==> src/hw/rtl/gpio_port_register_block_core_defines.svh <==
// Assertion macros shared by the GPIO port RTL.
`ifndef GPIO_PORT_REGISTER_BLOCK_CORE_DEFINES_SVH
`define GPIO_PORT_REGISTER_BLOCK_CORE_DEFINES_SVH

// Same-cycle implication, checked outside reset.
`define GPIOC_ASSERT_NOW(label, ante, cons, msg) \
    label: assert property (@(posedge clk) disable iff (!rst_n) (ante) |-> (cons)) \
        else $error(msg);

// Next-cycle implication, checked outside reset.
`define GPIOC_ASSERT_NEXT(label, ante, cons, msg) \
    label: assert property (@(posedge clk) disable iff (!rst_n) (ante) |=> (cons)) \
        else $error(msg);

`endif

==> src/hw/rtl/gpioc_pkg.sv <==
package gpioc_pkg;

    localparam int GPIOC_PIN_COUNT = 16;
    localparam int GPIOC_MAX_PINS  = 16;
    localparam int GPIOC_KEY_BIT   = 16;

    localparam logic CMD_READ  = 1'b0;
    localparam logic CMD_WRITE = 1'b1;

    localparam logic [3:0] IDX_MODE     = 4'd0;
    localparam logic [3:0] IDX_OTYPE    = 4'd1;
    localparam logic [3:0] IDX_SPEED    = 4'd2;
    localparam logic [3:0] IDX_PULL     = 4'd3;
    localparam logic [3:0] IDX_INPUT    = 4'd4;
    localparam logic [3:0] IDX_OUTPUT   = 4'd5;
    localparam logic [3:0] IDX_SETRESET = 4'd6;
    localparam logic [3:0] IDX_LOCK     = 4'd7;
    localparam logic [3:0] IDX_AFRL     = 4'd8;
    localparam logic [3:0] IDX_AFRH     = 4'd9;

    typedef struct packed {
        logic        command;
        logic [3:0]  reg_index;
        logic [31:0] write_data;
        logic [15:0] pad_levels;
    } gpioc_req_t;

    typedef struct packed {
        logic [31:0] read_data;
        logic [15:0] pad_drive;
        logic        port_locked;
        logic        bad_index;
    } gpioc_rsp_t;

    typedef enum logic [1:0] {
        LOCK_IDLE  = 2'd0,
        LOCK_KEY1  = 2'd1,
        LOCK_KEY0  = 2'd2,
        LOCK_ARMED = 2'd3
    } lock_step_t;

    // One lock register access, applied in the cycle it is valid.
    typedef struct packed {
        logic        rd;
        logic        wr;
        logic        key;
        logic [15:0] data_mask;
    } lock_req_t;

    typedef struct packed {
        logic        done;
        logic        key_bit;
        logic [15:0] mask;
    } lock_status_t;

    // Pins that exist on this port; the count is clamped to 1..16.
    function automatic logic [15:0] gpioc_pins_present(input int count);
        int          n;
        logic [15:0] m;
        n = count;
        if (n > GPIOC_MAX_PINS) n = GPIOC_MAX_PINS;
        if (n < 1) n = 1;
        for (int i = 0; i < GPIOC_MAX_PINS; i++) begin
            m[i] = (i < n);
        end
        return m;
    endfunction

    // Widen each pin bit to its 2-bit field.
    function automatic logic [31:0] gpioc_spread2(input logic [15:0] m);
        logic [31:0] r;
        for (int i = 0; i < 16; i++) begin
            r[2*i +: 2] = {2{m[i]}};
        end
        return r;
    endfunction

    // Widen each pin bit to its 4-bit field.
    function automatic logic [31:0] gpioc_spread4(input logic [7:0] m);
        logic [31:0] r;
        for (int i = 0; i < 8; i++) begin
            r[4*i +: 4] = {4{m[i]}};
        end
        return r;
    endfunction

endpackage

==> src/hw/rtl/gpioc_lock.sv <==
`include "gpio_port_register_block_core_defines.svh"

module gpioc_lock
    import gpioc_pkg::*;
#(
    parameter int PIN_COUNT = GPIOC_PIN_COUNT
) (
    input  logic         clk,
    input  logic         rst_n,
    input  lock_req_t    lock_req,
    output lock_status_t lock_cur,
    output lock_status_t lock_nxt
);

    localparam logic [15:0] PRESENT = gpioc_pins_present(PIN_COUNT);

    lock_step_t  step_reg, step_next;
    logic        done_reg, done_next;
    logic        key_reg, key_next;
    logic [15:0] mask_reg, mask_next;
    logic [15:0] wr_mask;
    logic        same;

    always_ff @(posedge clk or negedge rst_n) begin
        if (!rst_n) begin
            step_reg <= LOCK_IDLE;
            done_reg <= 1'b0;
            key_reg  <= 1'b0;
            mask_reg <= '0;
        end else begin
            step_reg <= step_next;
            done_reg <= done_next;
            key_reg  <= key_next;
            mask_reg <= mask_next;
        end
    end

    assign wr_mask = lock_req.data_mask & PRESENT;
    assign same    = (wr_mask == mask_reg);

    always_comb begin
        step_next = step_reg;
        done_next = done_reg;
        key_next  = key_reg;
        mask_next = mask_reg;
        priority if (lock_req.rd && !done_reg && step_reg == LOCK_ARMED) begin
            done_next = 1'b1;
            key_next  = 1'b1;
            step_next = LOCK_IDLE;
        end else if (lock_req.wr && !done_reg) begin
            mask_next = wr_mask;
            key_next  = lock_req.key;
            priority if (step_reg == LOCK_KEY1 && !lock_req.key && same) begin
                step_next = LOCK_KEY0;
            end else if (step_reg == LOCK_KEY0 && lock_req.key && same) begin
                step_next = LOCK_ARMED;
            end else begin
                // broken sequence: restart on a key-1 write, else drop to idle
                step_next = lock_req.key ? LOCK_KEY1 : LOCK_IDLE;
            end
        end
    end

    assign lock_cur = '{done: done_reg, key_bit: key_reg, mask: mask_reg};
    assign lock_nxt = '{done: done_next, key_bit: key_next, mask: mask_next};

    `GPIOC_ASSERT_NEXT(a_lock_sticky, done_reg, done_reg, "lock released before reset")
    `GPIOC_ASSERT_NEXT(a_mask_frozen, done_reg, $stable(mask_reg), "lock mask changed while locked")
    `GPIOC_ASSERT_NOW(a_idle_locked, done_reg, step_reg == LOCK_IDLE && key_reg,
        "key sequence active while locked")

endmodule

==> src/hw/rtl/gpioc_regs.sv <==
`include "gpio_port_register_block_core_defines.svh"

module gpioc_regs
    import gpioc_pkg::*;
#(
    parameter int PIN_COUNT = GPIOC_PIN_COUNT
) (
    input  logic         clk,
    input  logic         rst_n,
    input  logic         apply,
    input  gpioc_req_t   req,
    input  lock_status_t lock_cur,
    input  lock_status_t lock_nxt,
    output gpioc_rsp_t   rsp
);

    localparam logic [15:0] PRESENT = gpioc_pins_present(PIN_COUNT);

    logic [31:0] mode_reg, mode_next;
    logic [15:0] otype_reg, otype_next;
    logic [31:0] speed_reg, speed_next;
    logic [31:0] pull_reg, pull_next;
    logic [15:0] output_reg, output_next;
    logic [31:0] afrl_reg, afrl_next;
    logic [31:0] afrh_reg, afrh_next;

    logic [15:0] open1;
    logic [31:0] wm2, wm4l, wm4h, data;
    logic [31:0] rd;

    always_ff @(posedge clk or negedge rst_n) begin
        if (!rst_n) begin
            mode_reg   <= '0;
            otype_reg  <= '0;
            speed_reg  <= '0;
            pull_reg   <= '0;
            output_reg <= '0;
            afrl_reg   <= '0;
            afrh_reg   <= '0;
        end else if (apply) begin
            mode_reg   <= mode_next;
            otype_reg  <= otype_next;
            speed_reg  <= speed_next;
            pull_reg   <= pull_next;
            output_reg <= output_next;
            afrl_reg   <= afrl_next;
            afrh_reg   <= afrh_next;
        end
    end

    // locked pins keep their configuration fields
    assign open1 = PRESENT & ~(lock_cur.done ? lock_cur.mask : 16'h0000);
    assign wm2   = gpioc_spread2(open1);
    assign wm4l  = gpioc_spread4(open1[7:0]);
    assign wm4h  = gpioc_spread4(open1[15:8]);
    assign data  = req.write_data;

    always_comb begin
        mode_next   = mode_reg;
        otype_next  = otype_reg;
        speed_next  = speed_reg;
        pull_next   = pull_reg;
        output_next = output_reg;
        afrl_next   = afrl_reg;
        afrh_next   = afrh_reg;
        if (req.command == CMD_WRITE) begin
            unique case (req.reg_index)
                IDX_MODE:     mode_next  = (mode_reg & ~wm2) | (data & wm2);
                IDX_OTYPE:    otype_next = (otype_reg & ~open1) | (data[15:0] & open1);
                IDX_SPEED:    speed_next = (speed_reg & ~wm2) | (data & wm2);
                IDX_PULL:     pull_next  = (pull_reg & ~wm2) | (data & wm2);
                IDX_OUTPUT:   output_next = data[15:0] & PRESENT;
                // set wins over reset on the same pin
                IDX_SETRESET: output_next = ((output_reg & ~data[31:16]) | data[15:0])
                                            & PRESENT;
                IDX_AFRL:     afrl_next  = (afrl_reg & ~wm4l) | (data & wm4l);
                IDX_AFRH:     afrh_next  = (afrh_reg & ~wm4h) | (data & wm4h);
                default:      ;
            endcase
        end
    end

    always_comb begin
        rd = '0;
        if (req.command == CMD_READ) begin
            unique case (req.reg_index)
                IDX_MODE:   rd = mode_reg;
                IDX_OTYPE:  rd = {16'h0000, otype_reg};
                IDX_SPEED:  rd = speed_reg;
                IDX_PULL:   rd = pull_reg;
                IDX_INPUT:  rd = {16'h0000, req.pad_levels & PRESENT};
                IDX_OUTPUT: rd = {16'h0000, output_reg};
                IDX_LOCK:   rd = {15'h0000, lock_nxt.key_bit, lock_nxt.mask};
                IDX_AFRL:   rd = afrl_reg;
                IDX_AFRH:   rd = afrh_reg;
                default:    rd = '0;
            endcase
        end
    end

    assign rsp.read_data   = rd;
    assign rsp.pad_drive   = output_next;
    assign rsp.port_locked = lock_nxt.done;
    assign rsp.bad_index   = (req.reg_index > IDX_AFRH);

    `GPIOC_ASSERT_NOW(a_absent_pins, 1'b1, (output_reg & ~PRESENT) == 16'h0000,
        "output bit set on an absent pin")

endmodule

==> src/hw/rtl/gpio_port_register_block_core.sv <==
// GPIO port register block: one bus access per item.
// req channel: req carries command, reg_index, write_data and the current
//   pad levels; accepted when req_valid is high and req_stall is low.
// rsp channel: one item per access with read_data, pad_drive (output data
//   after the access), port_locked and bad_index; taken when rsp_valid is
//   high and rsp_stall is low.
// rsp_valid rises once the accepted access has passed an input register,
//   then one pass of mask-and-select logic into the result register.
// Throughput is one access per cycle unless rsp_stall holds; the register file
//   and lock sequencer update in the same cycle the access enters the result register.
// While rsp_stall holds, the result register and the input register keep
//   their items and req_stall rises once both are full.
// Reset clears every port register, the lock sequencer and both valid
//   flags; the port comes up unlocked with all outputs low.
// The lock key sequence (key 1, key 0, key 1 with one mask, then a read of
//   the lock register) freezes mode, otype, speed, pull and alternate
//   function fields of the masked pins until the next reset.
`include "gpio_port_register_block_core_defines.svh"

module gpio_port_register_block_core
    import gpioc_pkg::*;
#(
    parameter int PIN_COUNT = GPIOC_PIN_COUNT
) (
    input  logic       clk,
    input  logic       rst_n,
    input  logic       req_valid,
    output logic       req_stall,
    input  gpioc_req_t req,
    output logic       rsp_valid,
    input  logic       rsp_stall,
    output gpioc_rsp_t rsp
);

    logic         req_valid_reg;
    gpioc_req_t   req_reg;
    logic         rsp_valid_reg;
    gpioc_rsp_t   rsp_reg;
    gpioc_rsp_t   rsp_next;
    logic         advance;
    logic         apply;
    lock_req_t    lock_req;
    lock_status_t lock_cur;
    lock_status_t lock_nxt;

    assign advance   = !rsp_valid_reg || !rsp_stall;
    assign apply     = req_valid_reg && advance;
    assign req_stall = req_valid_reg && !advance;

    always_ff @(posedge clk or negedge rst_n) begin
        if (!rst_n) begin
            req_valid_reg <= 1'b0;
            rsp_valid_reg <= 1'b0;
        end else begin
            if (!req_stall) req_valid_reg <= req_valid;
            if (advance) rsp_valid_reg <= req_valid_reg;
        end
    end

    always_ff @(posedge clk) begin
        if (req_valid && !req_stall) req_reg <= req;
        if (apply) rsp_reg <= rsp_next;
    end

    assign lock_req.rd        = apply && req_reg.command == CMD_READ
                                && req_reg.reg_index == IDX_LOCK;
    assign lock_req.wr        = apply && req_reg.command == CMD_WRITE
                                && req_reg.reg_index == IDX_LOCK;
    assign lock_req.key       = req_reg.write_data[GPIOC_KEY_BIT];
    assign lock_req.data_mask = req_reg.write_data[15:0];

    gpioc_lock #(
        .PIN_COUNT (PIN_COUNT)
    ) u_lock (
        .clk      (clk),
        .rst_n    (rst_n),
        .lock_req (lock_req),
        .lock_cur (lock_cur),
        .lock_nxt (lock_nxt)
    );

    gpioc_regs #(
        .PIN_COUNT (PIN_COUNT)
    ) u_regs (
        .clk      (clk),
        .rst_n    (rst_n),
        .apply    (apply),
        .req      (req_reg),
        .lock_cur (lock_cur),
        .lock_nxt (lock_nxt),
        .rsp      (rsp_next)
    );

    assign rsp_valid = rsp_valid_reg;
    assign rsp       = rsp_reg;

    `GPIOC_ASSERT_NOW(a_stall_full, req_stall, req_valid_reg && rsp_valid_reg,
        "input stalled with a free stage")
    `GPIOC_ASSERT_NEXT(a_apply_delivers, apply, rsp_valid_reg,
        "processed item did not reach the result register")

endmodule
==> config.mk <==
export PLATFORM = sky130hd
export DESIGN_NAME = gpio_port_register_block_core
export DESIGN_NICKNAME = d
export VERILOG_FILES = /design/src/hw/rtl/gpioc_pkg.sv /design/src/hw/rtl/gpioc_lock.sv /design/src/hw/rtl/gpioc_regs.sv /design/src/hw/rtl/gpio_port_register_block_core.sv
export VERILOG_INCLUDE_DIRS = /design/src /design/src/hw/rtl
export SDC_FILE = /design/constraint.sdc
export NUM_CORES = 1
export LEC_CHECK = 0
export BUFFER_PORTS_ARGS = -buffer_cell sky130_fd_sc_hd__buf_4
export CORE_AREA = 2 2 243 245
export CTS_CLUSTER_DIAMETER = 50
export CTS_CLUSTER_SIZE = 30
export DETAILED_ROUTE_END_ITERATION = 6
export DIE_AREA = 0 0 245 247
export HOLD_SLACK_MARGIN = 0.05
export PLACE_DENSITY = 0.41
export SLEW_MARGIN = 10
export SYNTH_ARGS = -nofsm -noshare
export SYNTH_HDL_FRONTEND = slang
export SYNTH_HIERARCHICAL = 1
export SYNTH_SLANG_ARGS = --single-unit
==> constraint.sdc <==
create_clock -name clk -period 7.3 [get_ports clk]
set_clock_uncertainty 0.15 [all_clocks]
set_input_delay 0.365 -clock clk [delete_from_list [all_inputs] [get_ports clk]]
set_output_delay 0.365 -clock clk [all_outputs]
set_load 0.01 [all_outputs]
# Yosys cells after proc, flatten, opt, wreduce, memory -nomap -nowiden
# Cells that the tools add are included.
# totals
out_inout_bits,52
wordCells,103
in_bits,57
ff_bits,317
# op_classes
n_eq_ne,13
reduce_logical,29
n_lt_le_gt_ge,1
n_mux,14
bitwise,25
# op_table
operator,n
$pmux W32 S9,1
$and A32 B32 Y32,8
$or A32 B32 Y32,5
$not A32 Y32,3
$mux W16,4
$and A16 B16 Y16,3
$not A16 Y16,3
$or A16 B16 Y16,2
$pmux W16 S2,1
$reduce_and A3 Y1,6
$eq A16 B16 Y1,1
$eq A4 B3 Y1 const B,4
$logic_and A1 B1 Y1,14
$eq A4 B2 Y1 const B,2
$eq A4 B4 Y1 const B,2
$mux W2,4
$logic_not A1 Y1,6
$eq A2 B2 Y1 const B,2
$eq A4 B1 Y1 const B,1
$gt A4 B4 Y1 const B,1
$logic_not A4 Y1,1
$mux W1,4
$eq A2 B1 Y1 const B,1
$reduce_bool A2 Y1,1
2 further kinds,2

# Depth between registers and ports, before layout
# Gate-level depths: netlist of the first run.
# depth
ltp_word,9
depth_mapped,11

# By module
# Netlist of the first run, hierarchy kept.
# by_module_without_submodules
module,area_per_inst_um2,cells_each,instances
gpioc_regs,10023.4,853,1
gpio_port_register_block_core,3238.1,116,1
gpioc_lock,1029.7,74,1

# Least setup slack after synthesis of the first run
# No wires, ideal clock.
# synth_timing
path_type,reg2reg
startpoint,register rsp_valid_reg (netlist: rsp_valid)
endpoint,register (tool-made name)
stages_incl_launch_ff,8
t_arrival_ps,6213
slack_ps,812
n_path_buf,2
required_ps,7025
path_cell_list,dfrtp_1 -> a21boi_0 -> nand4b_1 -> or2_1 -> buf_6 -> buf_12 -> a21oi_4 -> mux2_2
# synth_lines
item,line_no,rtl
start: declaration,gpio_port_register_block_core.sv:37,logic rsp_valid_reg;
start signal: assignment,gpio_port_register_block_core.sv:56,if (advance) rsp_valid_reg <= req_valid_reg;

==> flow_metrics.py, run 1 <==
metrics = {
    "power_and_ir_drop": {
        "leakage_uw": 0.00728,
        "power_density_mw_per_mm2": 297,
        "ir_worst_vdd_mv": 0.159,
    },
    "clock_tree": {
        "htreeDepth": 2,
        "postCtsHoldBufs": 57,
        "cts_tree": "built",
        "clkSlewWorstSetupHoldPaths_ns": 0.06,
        "numCtsBuffers": 44,
        "cts.sinks": 317,
        "max-clock-path-buffers": 3,
        "cts.repair.resized": 0,
        "cts_setup_buffers": 0,
        "clk_latency_ns": 0.57,
        "cts-root-buf": "clkbuf_16",
    },
    "detailed_routing": {
        "detail_route.wl_per_cell_um": 24.5,
        "first_iter_violations": 848,
        "via_count": 9730,
        "remaining_drc_errors": 0,
        "ant_nets": 0,
        "vias_per_cell": 4.82,
        "drt_first_pass_iters": 7,
        "wirelength_mm": 49.4,
    },
    "placed_design": {
        "post-place-ws_ns": 3.56,
        "place_hpwl_mm": 31.9,
        "gp_congestion": 0.771,
        "numPortBuffers": 108,
    },
    "timing": {
        "finalCriticalPeriod_ns": 3.71,
        "worst_pin_slew_ns": 1.25,
        "finalHoldViolCount": 0,
        "hold_ws_ns": 0.296,
        "setup_slack_ns": 3.59,
        "max_freq_ghz": 0.270,
        "slew-limit-headroom": 0.167,
        "rsz0062_at_grt": "no",
        "fin_crit_sh": 0.508,
        "finalSetupTns_ns": 0,
        "final_max_slew_viol_count": 0,
        "setup_viol_count_final": 0,
    },
    "critical_path": {
        "path_class": "register to register",
        "startpoint_type": "register",
        "critPathRequiredTime_ns": 7.43,
        "crit_fanout": 40,
        "setup.worst_path.end_class": "register",
        "cp.arrival_ns": 3.84,
    },
    "floorplanning": {
        "core_region_area_mm2": 0.0582,
        "rows": 89,
        "design.portCount": 109,
        "die_h_um": 247,
        "initial_core_util": 0.245,
        "dieArea_mm2": 0.0605,
        "die_w_um": 245,
    },
    "grt": {
        "overflow": 0,
        "grt_max_degree": 101,
        "antenna_found_initial": 0,
        "grt_pass1_wl_mm": 72.1,
        "grt_pass1_vias": 10200,
        "grt_use_total": 0.164,
    },
    "logic_synthesis": {
        "synthCells": 1042,
        "syn_area_per_cell_um2": 13.7,
        "syn_nets": 1099,
        "yosys_warnings": 6,
        "syn_area_mm2": 0.0143,
    },
    "finish": {
        "n_antenna_cell": 0,
        "final_nets": 1266,
        "area_growth_pct": 26.1,
        "final_layout_size_suffix_gt1_frac": 0.354,
    },
    "run_status": {
        "status": "finished clean",
    },
    "hold_path": {
        "holdCritPathClass": "input pin to async pin",
    },
    "flow_run": {
        "maxCapViolCount": 0,
    },
}
## layout by cell type (no fill, tap or decap), types with 4 or more instances in the layout
cell type and n:
a21oi_1 38, a21oi_4 10, a22o_1 65, a22oi_1 52
a31oi_1 14, a32oi_1 5, buf_4 125, bufinv_16 4
clkbuf_1 4, clkbuf_16 47, clkinv_2 4, dfrtp_1 213
dlygate4sd3_1 57, edfxtp_1 103, inv_1 5, inv_6 5
inv_8 5, mux2_2 187, mux2_4 9, mux2i_1 9
mux4_2 4, nand2_1 102, nand2b_1 6, nand3b_1 8
nor2_1 6, nor2_4 4, nor2b_1 10, nor4_1 4
o21ai_0 35, o22a_1 11, or2_0 5, or2_1 6
or2_2 4, xnor2_1 12, xor2_1 5
## stage by stage
step           cells  instance area, um^2  total power (uW)  utilization
4_1_cts         2018                18000              5430        0.309
2_1_floorplan   1042                14300              2780            -
3_5_place_dp    1879                15900              3090        0.273
6_report        2018                18000              5350        0.309
5_1_grt         2018                18000              5600        0.309
3_3_place_gp    1879                15900              3080        0.273
## layout make-up
type / instances / area, um^2
Clock buffer: 54 / 1230
Multi-Input combinational cell: 658 / 5490
Fill cell: 5861 / 40200
Clock inverter: 28 / 327
Tap cell: 773 / 967
Sequential cell: 317 / 8450
Timing Repair Buffer: 183 / 1520
Inverter: 5 / 18.8
## per-layer routing
| layer | global-route usage | routed length [um] |
|---|---|---|
| met1 | 0.223 | 22400 |
| met2 | 0.268 | 23300 |
| met5 | 0 | 0 |
| met3 | 0.0314 | 2600 |
| met4 | 0.0434 | 1040 |
## path summary, 6_finish.rpt
check                             from              end  slack [ns]  cells after the start
max                        req_reg[48]          rsp[24]        3.59                      9
min                              rst_n        async pin        0.30                      2
max reg2reg                req_reg[48]          rsp[24]        3.59                      9
min reg2reg                   register         register        0.34                      1
max in group asynchronous        rst_n  u_lock/done_reg        5.23                      3
min in group clk              register         register        0.34                      1
## critical path, cell delays in order, from the launching register on
cell and delay, ns:
edfxtp_1 0.32, buf_4 0.52, nand3_2 0.20, a2111oi_2 0.48, a31oi_4 0.18, nand2_4 0.34, mux2_4 0.34, mux4_2 0.46
a221oi_1 0.30, a21oi_1 0.11
## power by group
part           internal (uW)  switching (uW)  leakage (uW)
registers               2160             234       0.00378
clock network           1370             903      0.000761
logic                    375             307       0.00273
total                   3910            1440       0.00728
Note: power is estimated with default switching activity, not from simulation.
==> run 2: changes to the inputs <==
--- a/config.mk
+++ b/config.mk
@@ -6,14 +6,15 @@
 export SDC_FILE = /design/constraint.sdc
 export NUM_CORES = 1
 export LEC_CHECK = 0
+export ABC_AREA = 1
 export BUFFER_PORTS_ARGS = -buffer_cell sky130_fd_sc_hd__buf_4
-export CORE_AREA = 2 2 243 245
+export CORE_AREA = 2 2 238 240
 export CTS_CLUSTER_DIAMETER = 50
 export CTS_CLUSTER_SIZE = 30
 export DETAILED_ROUTE_END_ITERATION = 6
-export DIE_AREA = 0 0 245 247
+export DIE_AREA = 0 0 240 242
 export HOLD_SLACK_MARGIN = 0.05
-export PLACE_DENSITY = 0.41
+export PLACE_DENSITY = 0.42
 export SLEW_MARGIN = 10
 export SYNTH_ARGS = -nofsm -noshare
 export SYNTH_HDL_FRONTEND = slang
==> constraint.sdc (replaced) <==
create_clock -name clk -period 3 [get_ports clk]
set_clock_uncertainty 0.15 [all_clocks]
set_input_delay 0.15 -clock clk [delete_from_list [all_inputs] [get_ports clk]]
set_output_delay 0.15 -clock clk [all_outputs]
set_load 0.01 [all_outputs]
==> run 2 against run 1 <==
Clock-buffer cell count down 6. Routed wire length decreased by 4.8%. Hold slack got worse by 0.23 ns. Sequential power up 140%. First-iteration DRC count is 27% higher. Critical path depth rose by 3. Highest routed layer unchanged. Die area shrank 4.0%.
==> flow_metrics.py, run 2 <==
metrics = {
    "run_status": {
        "status": "finished clean",
    },
    "floorplanning": {
        "die_h_um": 242,
        "die_w_um": 240,
        "core_region_area_mm2": 0.0557,
        "rows": 87,
        "dieArea_mm2": 0.0581,
        "initial_core_util": 0.248,
        "design.portCount": 109,
    },
    "finish": {
        "multi_input_area_mm2": 0.00471,
        "n_antenna_cell": 0,
        "seq_area_mm2": 0.00845,
        "layout.cells.non_filler": 2548,
        "final_nets": 1815,
        "final_layout_size_suffix_gt1_frac": 0.137,
        "final_common_cell": "nand2_1",
        "fin_util": 0.317,
        "area_growth_pct": 28.3,
        "mostFrequentLayoutCells": "nand2_1, dfrtp_1, o21ai_0, nand3_1, buf_4",
        "fill_cells": 5929,
    },
    "timing": {
        "setup_viol_count_final": 0,
        "slew-limit-headroom": 0.496,
        "worst_pin_slew_ns": 0.755,
        "final_max_slew_viol_count": 0,
        "finalCriticalPeriod_ns": 2.41,
        "hold_ws_ns": 0.0698,
        "finalSetupTns_ns": 0,
        "finalHoldViolCount": 0,
        "rsz0062_at_grt": "no",
        "fin_crit_sh": 0.804,
        "max_freq_ghz": 0.415,
    },
    "critical_path": {
        "critPathRequiredTime_ns": 3.15,
        "startpoint_type": "register",
        "r2r_cells": 12,
        "crit_fanout": 33,
        "setup.worst_path.end_class": "register",
        "cp.arrival_ns": 2.56,
        "path_class": "register to register",
    },
    "power_and_ir_drop": {
        "power_density_mw_per_mm2": 719,
        "p_seq_frac": 0.459,
        "leakage_uw": 0.00781,
        "netSwitchingPower_uw": 3590,
        "ir_worst_vdd_mv": 0.426,
        "clock_power_share": 0.414,
        "pwr-share-comb": 0.127,
        "intPower_uw": 9130,
        "swShare": 0.283,
    },
    "clock_tree": {
        "htreeDepth": 2,
        "cts.sinks": 317,
        "cts.repair.resized": 0,
        "clkSlewWorstSetupHoldPaths_ns": 0.07,
        "cts_tree": "built",
        "max-clock-path-buffers": 3,
        "cts-root-buf": "clkbuf_16",
        "clk_latency_ns": 0.58,
        "numCtsBuffers": 42,
    },
    "placed_design": {
        "dp_cells": 2411,
        "place_hpwl_mm": 32.2,
        "gp_congestion": 0.817,
        "numPortBuffers": 108,
    },
    "logic_synthesis": {
        "syn_area_per_cell_um2": 8.82,
        "synthCells": 1564,
        "syn_nets": 1621,
        "yosys_warnings": 6,
        "syn_area_mm2": 0.0138,
    },
    "grt": {
        "grt_max_degree": 80,
        "overflow": 0,
        "grt_pass1_wl_mm": 71.1,
        "antenna_found_initial": 0,
        "grt_use_total": 0.163,
        "grt_pass1_vias": 11300,
    },
    "detailed_routing": {
        "detail_route.wl_per_cell_um": 18.5,
        "via_count": 11500,
        "vias_per_cell": 4.51,
        "remaining_drc_errors": 0,
        "wirelength_mm": 47.0,
        "drt_first_pass_iters": 5,
        "ant_nets": 0,
        "first_iter_violations": 1074,
    },
    "hold_path": {
        "holdCritPathClass": "input pin to async pin",
    },
    "flow_run": {
        "maxCapViolCount": 0,
    },
}
run 2: power groups by stage:
| stage | Sequential [uW] | Combinational (uW) | Clock, uW |
|---|---|---|---|
| floorplan | 5780 | 892 | 0 |
| global placement | 5890 | 1540 | 0 |
| detailed placement | 5900 | 1570 | 0 |
| CTS | 5830 | 1640 | 5410 |
| global route | 5930 | 1870 | 5600 |
| finish | 5840 | 1620 | 5270 |
run 2: final timing paths:
| path | start | endpoint | slack, ns |
|---|---|---|---|
| setup / recovery | rsp_valid | rsp[18] | 0.59 |
| hold / removal | rst_n | async pin | 0.07 |
| setup reg to reg | rsp_valid | rsp[18] | 0.59 |
| hold reg to reg | register | register | 0.33 |
| max in group asynchronous | rst_n | async pin | 2.16 |
| min in group clk | req[39] | req_reg[39] | 0.14 |
run 2: per-stage QoR:
stage	area (um^2)	total power [uW]	setup WS, ns
2_1_floorplan	13800	6670	0.0883
3_3_place_gp	15600	7430	0.679
3_5_place_dp	15600	7480	0.640
4_1_cts	17700	12900	0.611
5_1_grt	17700	13400	0.316
6_report	17700	12700	0.588
run 2: layout make-up:
type,count,area share
Sequential cell,317,0.477
Multi-Input combinational cell,1087,0.266
Timing Repair Buffer,201,0.0971
Clock buffer,48,0.0630
Tap cell,756,0.0535
Inverter,109,0.0231
Clock inverter,30,0.0196
run 2: repair_timing:
action | CTS | global route
endpoints found under the hold margin | 270 | 0
setup endpoints to repair | 0 | 0
hold buffers | 59 | 0
buffers inserted | 0 | 0
run 2: metal layers:
metal / global-route usage / up-vias / share of wire
li1: - / 5515 / -
met1: 0.235 / 5560 / 0.48
met2: 0.252 / 334 / 0.45
met3: 0.0239 / 77 / 0.050
met4: 0.0488 / 0 / 0.023
met5: 0 / - / 0
run 2: worst max-delay path, stage by stage, from the launching register on:
cell and delay (ns):
dfrtp_1 0.45, nand2_1 0.13, nand3_1 0.09, nor2_1 0.18
nand3_2 0.13, nand2_4 0.35, inv_1 0.13, nand2_1 0.07
o21ai_0 0.13, nand2_1 0.10, nand3_1 0.07, nor2_1 0.08
a21oi_1 0.07
==> run 3: changes to the inputs <==
==> constraint.sdc (replaced) <==
create_clock -name clk -period 2.2 [get_ports clk]
set_clock_uncertainty 0.15 [all_clocks]
set_input_delay 0.11 -clock clk [delete_from_list [all_inputs] [get_ports clk]]
set_output_delay 0.11 -clock clk [all_outputs]
set_load 0.01 [all_outputs]
==> run 3 against run 2 <==
The run now ends with setup timing left. Sequential share of layout area shrank 2.8 points. Power rose by 34%. Combinational power is 49% higher. Routed wire length rose by 2.0%. Largest cell class unchanged. Highest routed layer unchanged.
==> flow_metrics.py, run 3 (synthesis results as in run 2) <==
metrics = {
    "critical_path": {
        "max_stage_delay_ns": 0.41,
        "crit_fanout": 8,
        "r2r_end": "rsp[30]",
        "r2r-start": "req_reg[51]",
        "setup.worst_path.end_class": "register",
        "startpoint_type": "register",
        "path_buf_inv": 2,
        "critPathRequiredTime_ns": 2.33,
        "path_class": "register to register",
        "cp.arrival_ns": 2.34,
        "critPathTopFamily": "simple AND/OR/NAND/NOR gates",
        "r2r_cells": 12,
        "crit_slowest_cell": "edfxtp_1",
        "reg2reg_setup_slack_ns": -0.01,
        "cp_cell_sequence": "nor2_1 -> nand2_1 -> nor2_2 -> nand3_2 -> nand2_4 -> buf_12 -> buf_4 -> o21ai_4 -> nand2_2 -> nand3_4 -> nor2_4 -> a21oi_2",
    },
    "power_and_ir_drop": {
        "netSwitchingPower_uw": 4840,
        "p_seq_frac": 0.465,
        "ir_worst_vdd_mv": 0.472,
        "leakage_uw": 0.00833,
        "pwr-share-comb": 0.142,
        "clock_power_share": 0.394,
        "power_density_mw_per_mm2": 906,
        "intPower_uw": 12200,
        "total_power_uw": 17100,
        "swShare": 0.284,
    },
    "timing": {
        "hold_ws_ns": 0.0643,
        "finalHoldViolCount": 0,
        "setup_slack_ns": -0.0107,
        "finalSetupTns_ns": -0.0107,
        "max_freq_ghz": 0.452,
        "slew-limit-headroom": 0.581,
        "worst_pin_slew_ns": 0.626,
        "fin_crit_sh": 1.00,
        "finalCriticalPeriod_ns": 2.21,
        "rsz0062_at_grt": "yes",
        "final_max_slew_viol_count": 0,
        "setup_viol_count_final": 1,
    },
    "finish": {
        "mostFrequentLayoutCells": "nand2_1, dfrtp_1, buf_4, nand3_1, o21ai_0",
        "final_common_cell": "nand2_1",
        "n_antenna_cell": 0,
        "stdcell_area_mm2": 0.0188,
        "final_nets": 1876,
        "area_growth_pct": 36.4,
        "final_layout_size_suffix_gt1_frac": 0.216,
        "fill_cells": 5848,
    },
    "grt": {
        "met1_usage": 0.233,
        "grt_use_total": 0.164,
        "overflow": 0,
        "grt_max_degree": 58,
        "top_usage_layer": "met2",
        "grtUsageMet3": 0.0262,
        "antenna_found_initial": 0,
        "grt_pass1_wl_mm": 71.5,
        "grt_use_met2": 0.256,
        "grt_pass1_vias": 11400,
    },
    "clock_tree": {
        "htreeDepth": 2,
        "clk_latency_ns": 0.56,
        "cts-root-buf": "clkbuf_16",
        "max-clock-path-buffers": 3,
        "clkSlewWorstSetupHoldPaths_ns": 0.06,
        "numCtsBuffers": 41,
        "cts.sinks": 317,
        "cts_tree": "built",
    },
    "detailed_routing": {
        "wirelength_mm": 48.0,
        "vias_per_cell": 4.46,
        "drt_first_pass_iters": 5,
        "remaining_drc_errors": 0,
        "first_iter_violations": 890,
        "via_count": 11600,
        "detail_route.wl_per_cell_um": 18.4,
        "ant_nets": 0,
    },
    "placed_design": {
        "place_hpwl_mm": 33.8,
        "gp_congestion": 0.806,
        "dpl_cell_area_mm2": 0.0163,
        "post-place-ws_ns": -0.0670,
        "numPortBuffers": 108,
    },
    "hold_path": {
        "holdCritPathClass": "input pin to async pin",
    },
    "run_status": {
        "status": "complete, but fails checks",
        "violations": "setup timing",
    },
    "floorplanning": {
        "rows": 87,
        "design.portCount": 109,
        "core_region_area_mm2": 0.0557,
        "dieArea_mm2": 0.0581,
        "die_w_um": 240,
        "initial_core_util": 0.248,
        "die_h_um": 242,
    },
    "flow_run": {
        "maxCapViolCount": 0,
    },
}
## run 3: power groups by stage
stage | Sequential [uW] | Combinational (uW) | Clock, uW
finish | 7920 | 2420 | 6710
global placement | 7990 | 2250 | 0
global route | 8050 | 2750 | 7150
floorplan | 7880 | 1240 | 0
detailed placement | 8020 | 2300 | 0
CTS | 7920 | 2410 | 6940
## run 3: per-stage QoR
step | utilization | cells
floorplan | - | 1564
global placement | 0.292 | 2456
detailed placement | 0.292 | 2456
CTS | 0.329 | 2596
global route | 0.338 | 2608
finish | 0.338 | 2608
## run 3: layout make-up
type	count	area, um^2	share of cell area
clock buffer	57	1190	0.0632
clock inverter	19	174	0.00924
inverter	109	413	0.0219
multi-input combinational	1087	5180	0.275
sequential	317	8450	0.449
tap	756	946	0.0503
timing repair buffer	263	2460	0.131
## run 3: metal layers
| metal | vias up | wire [um] |
|---|---|---|
| met5 | - | 0 |
| met4 | 0 | 1090 |
| met3 | 55 | 2300 |
| met2 | 275 | 22100 |
| met1 | 5642 | 22500 |
| li1 | 5655 | - |
## run 3: how the worst max path moves through the flow
stage / depth (start not counted) / slack, ns / end / start
after global routing: 14 / -0.11 / rsp[29] / req_reg[51]
final: 12 / -0.01 / rsp[30] / req_reg[51]
after global placement: 13 / -0.01 / rsp[30] / rsp_valid
after floorplan: 7 / -0.39 / register / rsp_valid
after CTS: 14 / 0.004 / rsp[34] / rsp_valid
after detailed placement: 14 / -0.07 / rsp[34] / rsp_valid
## run 3: what timing repair did
action	CTS	global route
hold buffers	59	0
resized for setup	3	135
hold endpoints to repair	320	0
pin swaps	3	47
cloned	0	0
endpoints found under the setup margin	9	110
buffers inserted	5	14
## run 3: worst min-delay path, stage by stage
cell,delay (ns)
dlygate4sd3_1,0.55
clkbuf_8,0.23
buf_12,0.24
